[src/hw/rtl/gdfs_pkg.sv]
`timescale 1ns / 1ps
// ---------------------------------------------------------------------------
// Grid maze DFS walker package
// Shared types, codes and constants for the walker controller and datapath.
// ---------------------------------------------------------------------------
package gdfs_pkg;

    localparam int GRID_SIZE_DEF = 6;

    localparam int COORD_W   = 3;
    localparam int DIR_W     = 3;
    localparam int TURN_W    = 2;
    localparam int NEXT_W    = 3;
    localparam int CFG_IDX_W = 2;

    typedef enum logic [1:0] {
        MARK_OPEN = 2'd0,
        MARK_WALL = 2'd1,
        MARK_PATH = 2'd2,
        MARK_DEAD = 2'd3
    } t_mark;

    localparam logic [DIR_W-1:0] DIR_NONE  = 3'd0;
    localparam logic [DIR_W-1:0] DIR_UP    = 3'd1;
    localparam logic [DIR_W-1:0] DIR_RIGHT = 3'd2;
    localparam logic [DIR_W-1:0] DIR_DOWN  = 3'd3;
    localparam logic [DIR_W-1:0] DIR_LEFT  = 3'd4;

    localparam logic [TURN_W-1:0] TURN_FWD   = 2'd0;
    localparam logic [TURN_W-1:0] TURN_LEFT  = 2'd1;
    localparam logic [TURN_W-1:0] TURN_RIGHT = 2'd2;

    localparam logic [CFG_IDX_W-1:0] REG_START_ROW = 2'd0;
    localparam logic [CFG_IDX_W-1:0] REG_START_COL = 2'd1;
    localparam logic [CFG_IDX_W-1:0] REG_GOAL_ROW  = 2'd2;
    localparam logic [CFG_IDX_W-1:0] REG_GOAL_COL  = 2'd3;

    localparam logic ACT_LOAD = 1'b0;
    localparam logic ACT_RUN  = 1'b1;

    localparam logic [NEXT_W-1:0] NEIGHBOR_CNT = 3'd4;

    localparam logic [COORD_W-1:0] START_ROW_RST = 3'd5;
    localparam logic [COORD_W-1:0] START_COL_RST = 3'd5;
    localparam logic [COORD_W-1:0] GOAL_ROW_RST  = 3'd0;
    localparam logic [COORD_W-1:0] GOAL_COL_RST  = 3'd0;

    typedef struct packed {
        logic                 action;
        logic [COORD_W-1:0]   cell_row;
        logic [COORD_W-1:0]   cell_col;
        logic                 cell_wall;
    } t_item_word;

    typedef struct packed {
        logic [COORD_W-1:0]   step_row;
        logic [COORD_W-1:0]   step_col;
        logic [DIR_W-1:0]     move_dir;
        logic [TURN_W-1:0]    turn_cmd;
        logic                 goal_found;
        logic                 last;
    } t_res_word;

    typedef struct packed {
        logic [CFG_IDX_W-1:0] reg_index;
        logic [COORD_W-1:0]   reg_value;
    } t_cfg_word;

    typedef struct packed {
        logic [COORD_W-1:0]   row;
        logic [COORD_W-1:0]   col;
        logic [NEXT_W-1:0]    next;
    } t_stk_entry;

    typedef struct packed {
        logic load_wr;
        logic run_init;
        logic mark_rd;
        logic enter;
        logic sel_next;
        logic dead_pop;
        logic pop_load;
        logic emit_final;
        logic final_found;
    } t_cmd;

    typedef struct packed {
        logic cand_out;
        logic cand_goal;
        logic cand_free;
        logic top_done;
        logic depth_zero;
        logic out_free;
    } t_status;

endpackage

[src/hw/rtl/gdfs_if.sv]
`timescale 1ns / 1ps
// ---------------------------------------------------------------------------
// Grid maze DFS walker channels
// Valid/ready channels for input items, results and register writes.
// ---------------------------------------------------------------------------
interface gdfs_item_if;
    logic                 valid;
    logic                 ready;
    gdfs_pkg::t_item_word data;

    modport source (output valid, output data, input ready);
    modport sink   (input valid, input data, output ready);
endinterface

interface gdfs_res_if;
    logic                valid;
    logic                ready;
    gdfs_pkg::t_res_word data;

    modport source (output valid, output data, input ready);
    modport sink   (input valid, input data, output ready);
endinterface

interface gdfs_cfg_if;
    logic                valid;
    logic                ready;
    gdfs_pkg::t_cfg_word data;

    modport source (output valid, output data, input ready);
    modport sink   (input valid, input data, output ready);
endinterface

[src/hw/rtl/gdfs_ctrl.sv]
`timescale 1ns / 1ps
// ---------------------------------------------------------------------------
// Grid maze DFS walker controller
// Sequences cell loads, neighbor tries, backtracking and the final word.
// ---------------------------------------------------------------------------
module gdfs_ctrl (
    input  logic              i_clk,
    input  logic              i_rst_n,
    input  logic              i_item_valid,
    input  logic              i_item_action,
    output logic              o_item_ready,
    input  gdfs_pkg::t_status i_status,
    output gdfs_pkg::t_cmd    o_cmd
);

    typedef enum logic [2:0] {
        S_IDLE,
        S_SEL,
        S_TRY,
        S_CHECK,
        S_POP,
        S_FINAL
    } t_state;

    t_state r_state;
    t_state n_state;
    logic   r_found;
    logic   n_found;

    assign o_item_ready = (r_state == S_IDLE);

    always_comb begin
        n_state = r_state;
        n_found = r_found;
        o_cmd   = '0;
        unique case (r_state)
            S_IDLE: begin
                if (i_item_valid) begin
                    if (i_item_action == gdfs_pkg::ACT_RUN) begin
                        o_cmd.run_init = 1'b1;
                        n_found        = 1'b0;
                        n_state        = S_TRY;
                    end else begin
                        o_cmd.load_wr = 1'b1;
                    end
                end
            end
            S_TRY: begin
                if (i_status.cand_out) begin
                    n_state = S_SEL;
                end else if (i_status.cand_goal) begin
                    n_found = 1'b1;
                    n_state = S_FINAL;
                end else begin
                    o_cmd.mark_rd = 1'b1;
                    n_state       = S_CHECK;
                end
            end
            S_CHECK: begin
                if (!i_status.cand_free) begin
                    n_state = S_SEL;
                end else if (i_status.out_free) begin
                    o_cmd.enter = 1'b1;
                    n_state     = S_SEL;
                end
            end
            S_SEL: begin
                if (i_status.depth_zero) begin
                    n_state = S_FINAL;
                end else if (i_status.top_done) begin
                    o_cmd.dead_pop = 1'b1;
                    n_state        = S_POP;
                end else begin
                    o_cmd.sel_next = 1'b1;
                    n_state        = S_TRY;
                end
            end
            S_POP: begin
                o_cmd.pop_load = 1'b1;
                n_state        = S_SEL;
            end
            S_FINAL: begin
                o_cmd.final_found = r_found;
                if (i_status.out_free) begin
                    o_cmd.emit_final = 1'b1;
                    n_state          = S_IDLE;
                end
            end
            default: begin
                n_state = S_IDLE;
            end
        endcase
    end

    always_ff @(posedge i_clk) begin
        if (!i_rst_n) begin
            r_state <= S_IDLE;
            r_found <= 1'b0;
        end else begin
            r_state <= n_state;
            r_found <= n_found;
        end
    end

endmodule

[src/hw/rtl/gdfs_dpath.sv]
`timescale 1ns / 1ps
// ---------------------------------------------------------------------------
// Grid maze DFS walker datapath
// Holds the cell mark memory, the search stack, registers and result word.
// ---------------------------------------------------------------------------
module gdfs_dpath #(
    parameter int GRID_SIZE = gdfs_pkg::GRID_SIZE_DEF
) (
    input  logic                 i_clk,
    input  logic                 i_rst_n,
    input  gdfs_pkg::t_cmd       i_cmd,
    output gdfs_pkg::t_status    o_status,
    input  gdfs_pkg::t_item_word i_item_data,
    gdfs_cfg_if.sink             i_cfg,
    gdfs_res_if.source           o_res
);

    localparam int CELLS   = GRID_SIZE * GRID_SIZE;
    localparam int IDX_W   = $clog2(CELLS);
    localparam int DEPTH_W = $clog2(CELLS + 1);
    localparam int CW      = gdfs_pkg::COORD_W;

    localparam logic [CW:0]        GRID_LIM  = (CW + 1)'(GRID_SIZE);
    localparam logic [DEPTH_W-1:0] DEPTH_MAX = DEPTH_W'(CELLS);

    function automatic logic [IDX_W-1:0] cell_index(logic [CW-1:0] row, logic [CW-1:0] col);
        return IDX_W'(int'(row) * GRID_SIZE + int'(col));
    endfunction

    logic [CW-1:0] r_start_row;
    logic [CW-1:0] r_start_col;
    logic [CW-1:0] r_goal_row;
    logic [CW-1:0] r_goal_col;

    logic [CW:0]                    r_cand_row;
    logic [CW:0]                    r_cand_col;
    logic [gdfs_pkg::DIR_W-1:0]     r_cand_dir;
    gdfs_pkg::t_stk_entry           r_top;
    logic [DEPTH_W-1:0]             r_depth;
    logic [gdfs_pkg::DIR_W-1:0]     r_heading;

    gdfs_pkg::t_mark                mark_mem [CELLS];
    logic [CELLS-1:0]               r_mark_vld;
    gdfs_pkg::t_mark                r_mark_q;
    logic                           r_mark_q_vld;
    gdfs_pkg::t_stk_entry           stk_mem [CELLS];
    gdfs_pkg::t_stk_entry           r_stk_q;

    logic                           r_out_valid;
    gdfs_pkg::t_res_word            r_out;

    logic                           mark_we;
    logic [IDX_W-1:0]               mark_waddr;
    gdfs_pkg::t_mark                mark_wdata;
    logic [IDX_W-1:0]               cand_idx;
    logic [IDX_W-1:0]               top_idx;
    gdfs_pkg::t_mark                cand_mark;
    logic [DEPTH_W-1:0]             depth_m1;
    logic [DEPTH_W-1:0]             depth_m2;
    logic                           load_in_grid;
    logic [gdfs_pkg::TURN_W-1:0]    turn;
    logic [CW:0]                    n_cand_row;
    logic [CW:0]                    n_cand_col;
    logic [gdfs_pkg::DIR_W-1:0]     n_cand_dir;

    assign i_cfg.ready = 1'b1;
    assign o_res.valid = r_out_valid;
    assign o_res.data  = r_out;

    assign cand_idx     = cell_index(r_cand_row[CW-1:0], r_cand_col[CW-1:0]);
    assign top_idx      = cell_index(r_top.row, r_top.col);
    assign cand_mark    = r_mark_q_vld ? r_mark_q : gdfs_pkg::MARK_OPEN;
    assign depth_m1     = r_depth - DEPTH_W'(1);
    assign depth_m2     = r_depth - DEPTH_W'(2);
    assign load_in_grid = ({1'b0, i_item_data.cell_row} < GRID_LIM) &&
                          ({1'b0, i_item_data.cell_col} < GRID_LIM);

    always_comb begin
        if (r_cand_dir < r_heading) begin
            turn = gdfs_pkg::TURN_RIGHT;
        end else if (r_cand_dir > r_heading) begin
            turn = gdfs_pkg::TURN_LEFT;
        end else begin
            turn = gdfs_pkg::TURN_FWD;
        end
    end

    always_comb begin
        n_cand_dir = r_top.next + gdfs_pkg::DIR_W'(1);
        n_cand_row = {1'b0, r_top.row};
        n_cand_col = {1'b0, r_top.col};
        case (n_cand_dir)
            gdfs_pkg::DIR_UP:    n_cand_row = {1'b0, r_top.row} - (CW + 1)'(1);
            gdfs_pkg::DIR_RIGHT: n_cand_col = {1'b0, r_top.col} + (CW + 1)'(1);
            gdfs_pkg::DIR_DOWN:  n_cand_row = {1'b0, r_top.row} + (CW + 1)'(1);
            gdfs_pkg::DIR_LEFT:  n_cand_col = {1'b0, r_top.col} - (CW + 1)'(1);
            default: begin
            end
        endcase
    end

    always_comb begin
        o_status.cand_out   = (r_cand_row >= GRID_LIM) || (r_cand_col >= GRID_LIM);
        o_status.cand_goal  = (r_cand_row == {1'b0, r_goal_row}) &&
                              (r_cand_col == {1'b0, r_goal_col});
        o_status.cand_free  = (cand_mark == gdfs_pkg::MARK_OPEN) && (r_depth < DEPTH_MAX);
        o_status.top_done   = (r_top.next >= gdfs_pkg::NEIGHBOR_CNT);
        o_status.depth_zero = (r_depth == '0);
        o_status.out_free   = !r_out_valid || o_res.ready;
    end

    always_comb begin
        mark_we    = 1'b0;
        mark_waddr = cand_idx;
        mark_wdata = gdfs_pkg::MARK_PATH;
        if (i_cmd.load_wr && load_in_grid) begin
            mark_we    = 1'b1;
            mark_waddr = cell_index(i_item_data.cell_row, i_item_data.cell_col);
            mark_wdata = i_item_data.cell_wall ? gdfs_pkg::MARK_WALL : gdfs_pkg::MARK_OPEN;
        end else if (i_cmd.enter) begin
            mark_we    = 1'b1;
        end else if (i_cmd.dead_pop) begin
            mark_we    = 1'b1;
            mark_waddr = top_idx;
            mark_wdata = gdfs_pkg::MARK_DEAD;
        end
    end

    always_ff @(posedge i_clk) begin
        if (mark_we) begin
            mark_mem[mark_waddr] <= mark_wdata;
        end
        if (i_cmd.mark_rd) begin
            r_mark_q <= mark_mem[cand_idx];
        end
    end

    always_ff @(posedge i_clk) begin
        if (i_cmd.enter && (r_depth != '0)) begin
            stk_mem[depth_m1[IDX_W-1:0]] <= r_top;
        end
        if (i_cmd.dead_pop && (r_depth >= DEPTH_W'(2))) begin
            r_stk_q <= stk_mem[depth_m2[IDX_W-1:0]];
        end
    end

    always_ff @(posedge i_clk) begin
        if (!i_rst_n) begin
            r_mark_vld   <= '0;
            r_mark_q_vld <= 1'b0;
        end else begin
            if (mark_we) begin
                r_mark_vld[mark_waddr] <= 1'b1;
            end
            if (i_cmd.mark_rd) begin
                r_mark_q_vld <= r_mark_vld[cand_idx];
            end
        end
    end

    always_ff @(posedge i_clk) begin
        if (!i_rst_n) begin
            r_start_row <= gdfs_pkg::START_ROW_RST;
            r_start_col <= gdfs_pkg::START_COL_RST;
            r_goal_row  <= gdfs_pkg::GOAL_ROW_RST;
            r_goal_col  <= gdfs_pkg::GOAL_COL_RST;
        end else if (i_cfg.valid) begin
            unique case (i_cfg.data.reg_index)
                gdfs_pkg::REG_START_ROW: r_start_row <= i_cfg.data.reg_value;
                gdfs_pkg::REG_START_COL: r_start_col <= i_cfg.data.reg_value;
                gdfs_pkg::REG_GOAL_ROW:  r_goal_row  <= i_cfg.data.reg_value;
                gdfs_pkg::REG_GOAL_COL:  r_goal_col  <= i_cfg.data.reg_value;
                default: begin
                end
            endcase
        end
    end

    always_ff @(posedge i_clk) begin
        if (i_cmd.run_init) begin
            r_cand_row <= {1'b0, r_start_row};
            r_cand_col <= {1'b0, r_start_col};
            r_cand_dir <= gdfs_pkg::DIR_UP;
        end else if (i_cmd.sel_next) begin
            r_cand_row <= n_cand_row;
            r_cand_col <= n_cand_col;
            r_cand_dir <= n_cand_dir;
        end
    end

    always_ff @(posedge i_clk) begin
        if (i_cmd.enter) begin
            r_top.row  <= r_cand_row[CW-1:0];
            r_top.col  <= r_cand_col[CW-1:0];
            r_top.next <= '0;
        end else if (i_cmd.sel_next) begin
            r_top.next <= r_top.next + gdfs_pkg::NEXT_W'(1);
        end else if (i_cmd.pop_load) begin
            r_top <= r_stk_q;
        end
    end

    always_ff @(posedge i_clk) begin
        if (!i_rst_n) begin
            r_depth     <= '0;
            r_heading   <= gdfs_pkg::DIR_UP;
            r_out_valid <= 1'b0;
        end else begin
            if (i_cmd.run_init || i_cmd.emit_final) begin
                r_depth <= '0;
            end else if (i_cmd.enter) begin
                r_depth <= r_depth + DEPTH_W'(1);
            end else if (i_cmd.dead_pop) begin
                r_depth <= depth_m1;
            end
            if (i_cmd.enter) begin
                r_heading <= r_cand_dir;
            end
            if (i_cmd.enter || i_cmd.emit_final) begin
                r_out_valid <= 1'b1;
            end else if (o_res.ready) begin
                r_out_valid <= 1'b0;
            end
        end
    end

    always_ff @(posedge i_clk) begin
        if (i_cmd.enter) begin
            r_out.step_row   <= r_cand_row[CW-1:0];
            r_out.step_col   <= r_cand_col[CW-1:0];
            r_out.move_dir   <= r_cand_dir;
            r_out.turn_cmd   <= turn;
            r_out.goal_found <= 1'b0;
            r_out.last       <= 1'b0;
        end else if (i_cmd.emit_final) begin
            r_out.step_row   <= '0;
            r_out.step_col   <= '0;
            r_out.move_dir   <= gdfs_pkg::DIR_NONE;
            r_out.turn_cmd   <= gdfs_pkg::TURN_FWD;
            r_out.goal_found <= i_cmd.final_found;
            r_out.last       <= 1'b1;
        end
    end

    a_depth_bound: assert property (@(posedge i_clk) disable iff (!i_rst_n)
        r_depth <= DEPTH_MAX)
        else $error("search stack depth exceeds the cell count");

    a_no_overwrite: assert property (@(posedge i_clk) disable iff (!i_rst_n)
        (i_cmd.enter || i_cmd.emit_final) |-> o_status.out_free)
        else $error("result word overwritten before it was taken");

    a_enter_legal: assert property (@(posedge i_clk) disable iff (!i_rst_n)
        i_cmd.enter |-> (!o_status.cand_out && !o_status.cand_goal && o_status.cand_free))
        else $error("entered a blocked, outside or goal cell");

    a_pop_nonempty: assert property (@(posedge i_clk) disable iff (!i_rst_n)
        i_cmd.dead_pop |-> !o_status.depth_zero)
        else $error("backtrack on an empty stack");

    a_path_grows: assert property (@(posedge i_clk) disable iff (!i_rst_n)
        i_cmd.enter |=> (r_depth == $past(r_depth) + DEPTH_W'(1)) && r_out_valid)
        else $error("entered cell did not push and emit a step");

endmodule

[src/hw/rtl/grid_maze_dfs_path_walker.sv]
`timescale 1ns / 1ps
// ---------------------------------------------------------------------------
// Grid maze DFS path walker
// Depth-first search over a loadable grid of open and wall cells.
// ---------------------------------------------------------------------------
// A load word writes one cell as open or wall, clearing its search marks; a
// load outside the grid is dropped. A run word searches depth first from the
// start to the goal register, trying up, right, down and left, and returns one
// step word per entered cell followed by a final word. Each neighbor try waits
// on the registered read of the single mark memory and each backtrack on the
// registered read of the stack memory; an entered cell or the final word also
// waits until the result side has taken the last result word. Only one word is
// in work at a time. Marks persist between runs until cells are reloaded.
module grid_maze_dfs_path_walker #(
    parameter int GRID_SIZE = gdfs_pkg::GRID_SIZE_DEF
) (
    input  logic        i_clk,
    input  logic        i_rst_n,
    gdfs_item_if.sink   i_item,
    gdfs_res_if.source  o_res,
    gdfs_cfg_if.sink    i_cfg
);

    gdfs_pkg::t_cmd    cmd;
    gdfs_pkg::t_status status;
    logic              item_ready;

    assign i_item.ready = item_ready;

    gdfs_ctrl u_ctrl (
        .i_clk         (i_clk),
        .i_rst_n       (i_rst_n),
        .i_item_valid  (i_item.valid),
        .i_item_action (i_item.data.action),
        .o_item_ready  (item_ready),
        .i_status      (status),
        .o_cmd         (cmd)
    );

    gdfs_dpath #(
        .GRID_SIZE (GRID_SIZE)
    ) u_dpath (
        .i_clk       (i_clk),
        .i_rst_n     (i_rst_n),
        .i_cmd       (cmd),
        .o_status    (status),
        .i_item_data (i_item.data),
        .i_cfg       (i_cfg),
        .o_res       (o_res)
    );

endmodule

[src/flat_wrapper.sv]
// flat-port wrapper written by rule: the top's interface ports become plain ports
module grid_maze_dfs_path_walker_flat 
#(
    parameter int GRID_SIZE = gdfs_pkg::GRID_SIZE_DEF
)
  (i_clk, i_rst_n, i_item_valid, i_item_data, i_item_ready, o_res_valid, o_res_data, o_res_ready, i_cfg_valid, i_cfg_data, i_cfg_ready);
  gdfs_item_if i_item_i ();
  gdfs_res_if o_res_i ();
  gdfs_cfg_if i_cfg_i ();
  input  logic i_clk;
  input  logic i_rst_n;
  input wire logic [$bits(i_item_i.valid)-1:0] i_item_valid;
  input wire logic [$bits(i_item_i.data)-1:0] i_item_data;
  output wire logic [$bits(i_item_i.ready)-1:0] i_item_ready;
  output wire logic [$bits(o_res_i.valid)-1:0] o_res_valid;
  output wire logic [$bits(o_res_i.data)-1:0] o_res_data;
  input wire logic [$bits(o_res_i.ready)-1:0] o_res_ready;
  input wire logic [$bits(i_cfg_i.valid)-1:0] i_cfg_valid;
  input wire logic [$bits(i_cfg_i.data)-1:0] i_cfg_data;
  output wire logic [$bits(i_cfg_i.ready)-1:0] i_cfg_ready;
  assign i_item_i.valid = i_item_valid;
  assign i_item_i.data = i_item_data;
  assign i_item_ready = i_item_i.ready;
  assign o_res_valid = o_res_i.valid;
  assign o_res_data = o_res_i.data;
  assign o_res_i.ready = o_res_ready;
  assign i_cfg_i.valid = i_cfg_valid;
  assign i_cfg_i.data = i_cfg_data;
  assign i_cfg_ready = i_cfg_i.ready;
  grid_maze_dfs_path_walker #(.GRID_SIZE(GRID_SIZE)) u_core (.i_clk(i_clk), .i_rst_n(i_rst_n), .i_item(i_item_i), .o_res(o_res_i), .i_cfg(i_cfg_i));
endmodule
[config.mk]
export PLATFORM = sky130hd
export DESIGN_NAME = grid_maze_dfs_path_walker_flat
export DESIGN_NICKNAME = d
export VERILOG_FILES = /design/src/hw/rtl/gdfs_pkg.sv /design/src/hw/rtl/gdfs_if.sv /design/src/hw/rtl/gdfs_ctrl.sv /design/src/hw/rtl/gdfs_dpath.sv /design/src/hw/rtl/grid_maze_dfs_path_walker.sv /design/src/flat_wrapper.sv
export SDC_FILE = /design/constraint.sdc
export NUM_CORES = 1
export LEC_CHECK = 0
export ABC_AREA = 1
export BUFFER_PORTS_ARGS = -buffer_cell sky130_fd_sc_hd__buf_2
export CAP_MARGIN = 40
export CORE_MARGIN = 2
export CORE_UTILIZATION = 51
export CTS_BUF_LIST = sky130_fd_sc_hd__clkbuf_4 sky130_fd_sc_hd__clkbuf_8 sky130_fd_sc_hd__clkbuf_16
export CTS_CLUSTER_DIAMETER = 30
export DETAILED_ROUTE_END_ITERATION = 8
export PLACE_DENSITY = 0.77
export SYNTH_ARGS = -nofsm -noshare
export SYNTH_HDL_FRONTEND = slang
export SYNTH_HIERARCHICAL = 1
export SYNTH_SLANG_ARGS = --single-unit
[constraint.sdc]
create_clock -name i_clk -period 4 [get_ports i_clk]
set_clock_uncertainty 0.15 [all_clocks]
set_input_delay 0.2 -clock i_clk [delete_from_list [all_inputs] [get_ports i_clk]]
set_output_delay 0.2 -clock i_clk [all_outputs]
set_load 0.005 [all_outputs]
==> impl_metrics.toml <==
[layout]
drive_above_1_share = 0.1332
multiInputGateArea_um2 = 6785
diodes = 0
fill_cells = 3201
seq_area_um2 = 14380
finalNetCount = 2270
syn_to_final_growth_pct = 19.01

[clock_tree]
cts-resized-gates = 0
clkTransAtPathRegs_ns = 0.05
numCtsBuffers = 90
h-tree-depth = 3
cts_hold_buf = 20
cts_tree = "built"
cts_max_path_buffers = 3
cts_num_sinks = 503
clkLatencyLatePin_ns = 0.64
cts_setup_buffers = 0
cts-root-buf = "clkbuf_16"

[global_routing]
grt_pass1_vias = 16443
grt_antenna_before_repair = 0
grt_pass1_wl_mm = 88.21
grt_overflow = 0
grt_max_degree = 80
grt_usage = 0.2527

[route]
vias = 16787
drt.antenna.violating_nets = 0
avgRoutedWirePerCell_um = 19.99
viasPerCell = 5.853
drt_iter0_drc = 2361
routed_wl_mm = 57.33
remaining_drc_errors = 0
drt_first_pass_iters = 9

[synth]
synthFlopType = "edfxtp_1"
synth_commonest_cells = "edfxtp_1, nor2_1, nand2_1"
syn_area_per_cell_um2 = 10.58
yosysMostFrequentCell = "edfxtp_1"
netlist_top_cells_area = "edfxtp_1, dfxtp_1, nor2_1"
synth_warnings = 6
ys_seq_elements = 503
synth_nets = 2175
synth_area_um2 = 22350
yosysSeqAreaShare = 0.6430
syn_inst = 2113
synth-edff-count = 430
yosys.area.top_type = "edfxtp_1"
synth_top_area_frac = 0.5777
synth_async_sr_flop_share = 0
ys_types = 48

[worst_setup_path]
cp_common_cell = "nand2_1"
path_cells = "inv_1 -> ha_1 -> fa_1 -> nand2_1 -> nand2_1 -> nand2_1 -> nand2_1 -> nand2_1 -> nor2_2 -> nand4_1 -> inv_1"
crit_family = "adder cells"
worstPathRequired_ns = 4.20
cp_num_buf_inv = 2
cp-end-kind = "flop"
path_max_fanout = 10
cp_data_arrival_time_ns = 3.62
slowest_delay_ns = 0.85
timing_worst_setup_path_type = "flop to flop"
cpMaxStageDelayCell = "fa_1"
worstSetupStartpointType = "flop"

[timing]
rsz0062_at_grt = "false"
relSlewSlack = 0.3981
setup_viol = 0
maxSlewViolCount = 0
fin_crit_sh = 0.8556
finalSetupTns_ns = 0
fmax_ghz = 0.2922
whs_ns = 0.03303
finalHoldViolations = 0
tightest_slew_ns = 0.8995
period_minus_slack_ns = 3.423

[hold_path]
min_path_type = "input pin to flop"

[flow_run]
cap_violations = 0

[die]
die_w_um = 213.4
die_h_um = 213.4
start_util = 0.5178
coreArea_um2 = 43170
io_pins = 34
placementRows = 76
dieArea_um2 = 45520

[placement]
hpwl_mm = 33.84
portBuffers = 32
gp_congestion = 0.9127

[power]
cellPowerDensity_nw_per_um2 = 585.8
ir_worst_vdd_v = 0.0003686
leakage_nw = 10.05

[status]
status = "finished, final reports clean"
## metal layers
layer,part of all wire,vias to the layer above,track usage
met1,0.38,7994,0.3301
met2,0.48,1091,0.4100
met5,0,-,0
li1,-,7539,-
met4,0.034,0,0.1147
met3,0.11,163,0.05155
## tightest hold or removal path, delay by kind of cell
family,cells,cell delay (ns)
buffers and inverters,1,0.11
and+or+nand+nor,4,0.40
AOI/OAI and AO/OA,1,0.05
## final timing paths
check,startpoint,endpoint,slack [ns],cells past startpoint
max,u_core/u_dpath/r_cand_row[0],u_core/u_dpath/mark_mem[3][1],0.58,11
min,i_item_data[1],u_core/u_dpath/r_mark_vld[14],0.03,6
max reg2reg,u_core/u_dpath/r_cand_row[0],u_core/u_dpath/mark_mem[3][1],0.58,11
min reg2reg,u_core/u_dpath/r_mark_vld[15],u_core/u_dpath/r_mark_vld[15],0.30,2
## per-stage QoR
| stage | area (µm²) | setup WS, ns | power [mW] | util | cells |
|---|---|---|---|---|---|
| final | 26600 | 0.5775 | 15.58 | 0.6162 | 2868 |
| after global routing | 26600 | 0.4292 | 16.07 | 0.6162 | 2868 |
| after CTS | 26600 | 0.6577 | 15.59 | 0.6162 | 2868 |
| after detailed placement | 23250 | 0.6564 | 7.857 | 0.5385 | 2681 |
| after global placement | 23090 | 0.7215 | 7.809 | 0.5349 | 2671 |
| after floorplan | 22350 | 0.8280 | 7.337 | - | 2113 |
## cell families (layout without fill, tap and decap cells)
kind of cell,count (synthesis),in the layout,synth area share
and+or+nand+nor,834,834,0.1624
buffers and inverters,290,460,0.05340
other,1,1,0.0001678
xor gates and xnor gates,14,14,0.006158
DFF,503,503,0.6430
adders and majority gates,44,44,0.02732
AOI/OAI and AO/OA,427,427,0.1075
## where the power goes
group          leakage (nW)  internal (mW)  switching, mW
Combinational          4.06          0.500           1.39
Clock                  1.51           5.03           2.70
Sequential             4.48           5.91         0.0482
## final cells by class
cell class	instances	area share
clock buffers	102	0.08917
clock inverters	65	0.02949
inverters	189	0.02695
multi-input cells	1320	0.2551
flip-flops and latches	503	0.5406
well taps	585	0.02751
repair buffers	104	0.03123
## cells in the final DEF (no fill, tap or decap), drive strengths merged
cell	Yosys	layout
a21boi	3	3
a21oi	82	82
a31oi	2	2
buf	46	84
bufinv	0	11
clkbuf	55	102
clkinv	5	41
clkinvlp	0	10
conb	1	1
dfxtp	73	73
dlygate4sd3	0	20
edfxtp	430	430
fa	8	8
ha	36	36
inv	184	192
nand2	250	250
nand3	160	160
nand3b	3	3
nand4	15	15
nor2	396	396
nor3	7	7
nor4	2	2
o2111ai	1	1
o211ai	79	79
o21a	2	2
o21ai	240	240
o221ai	1	1
o22ai	16	16
o31ai	1	1
or2	1	1
xnor2	3	3
xor2	11	11
## sequential cells by signal, summed over array words and instances (netlist names), 4 cells and up
register,flops
u_core/u_dpath/o_res.data,13
u_core/u_dpath/r_mark_vld,36
u_core/u_dpath/r_cand_row,4
u_core/u_dpath/stk_mem,324
u_core/u_dpath/r_stk_q,9
u_core/u_dpath/r_depth,6
u_core/u_dpath/r_top,9
u_core/u_dpath/mark_mem,72
u_core/u_dpath/r_cand_col,4
Power figures use the tool's default switching activity.
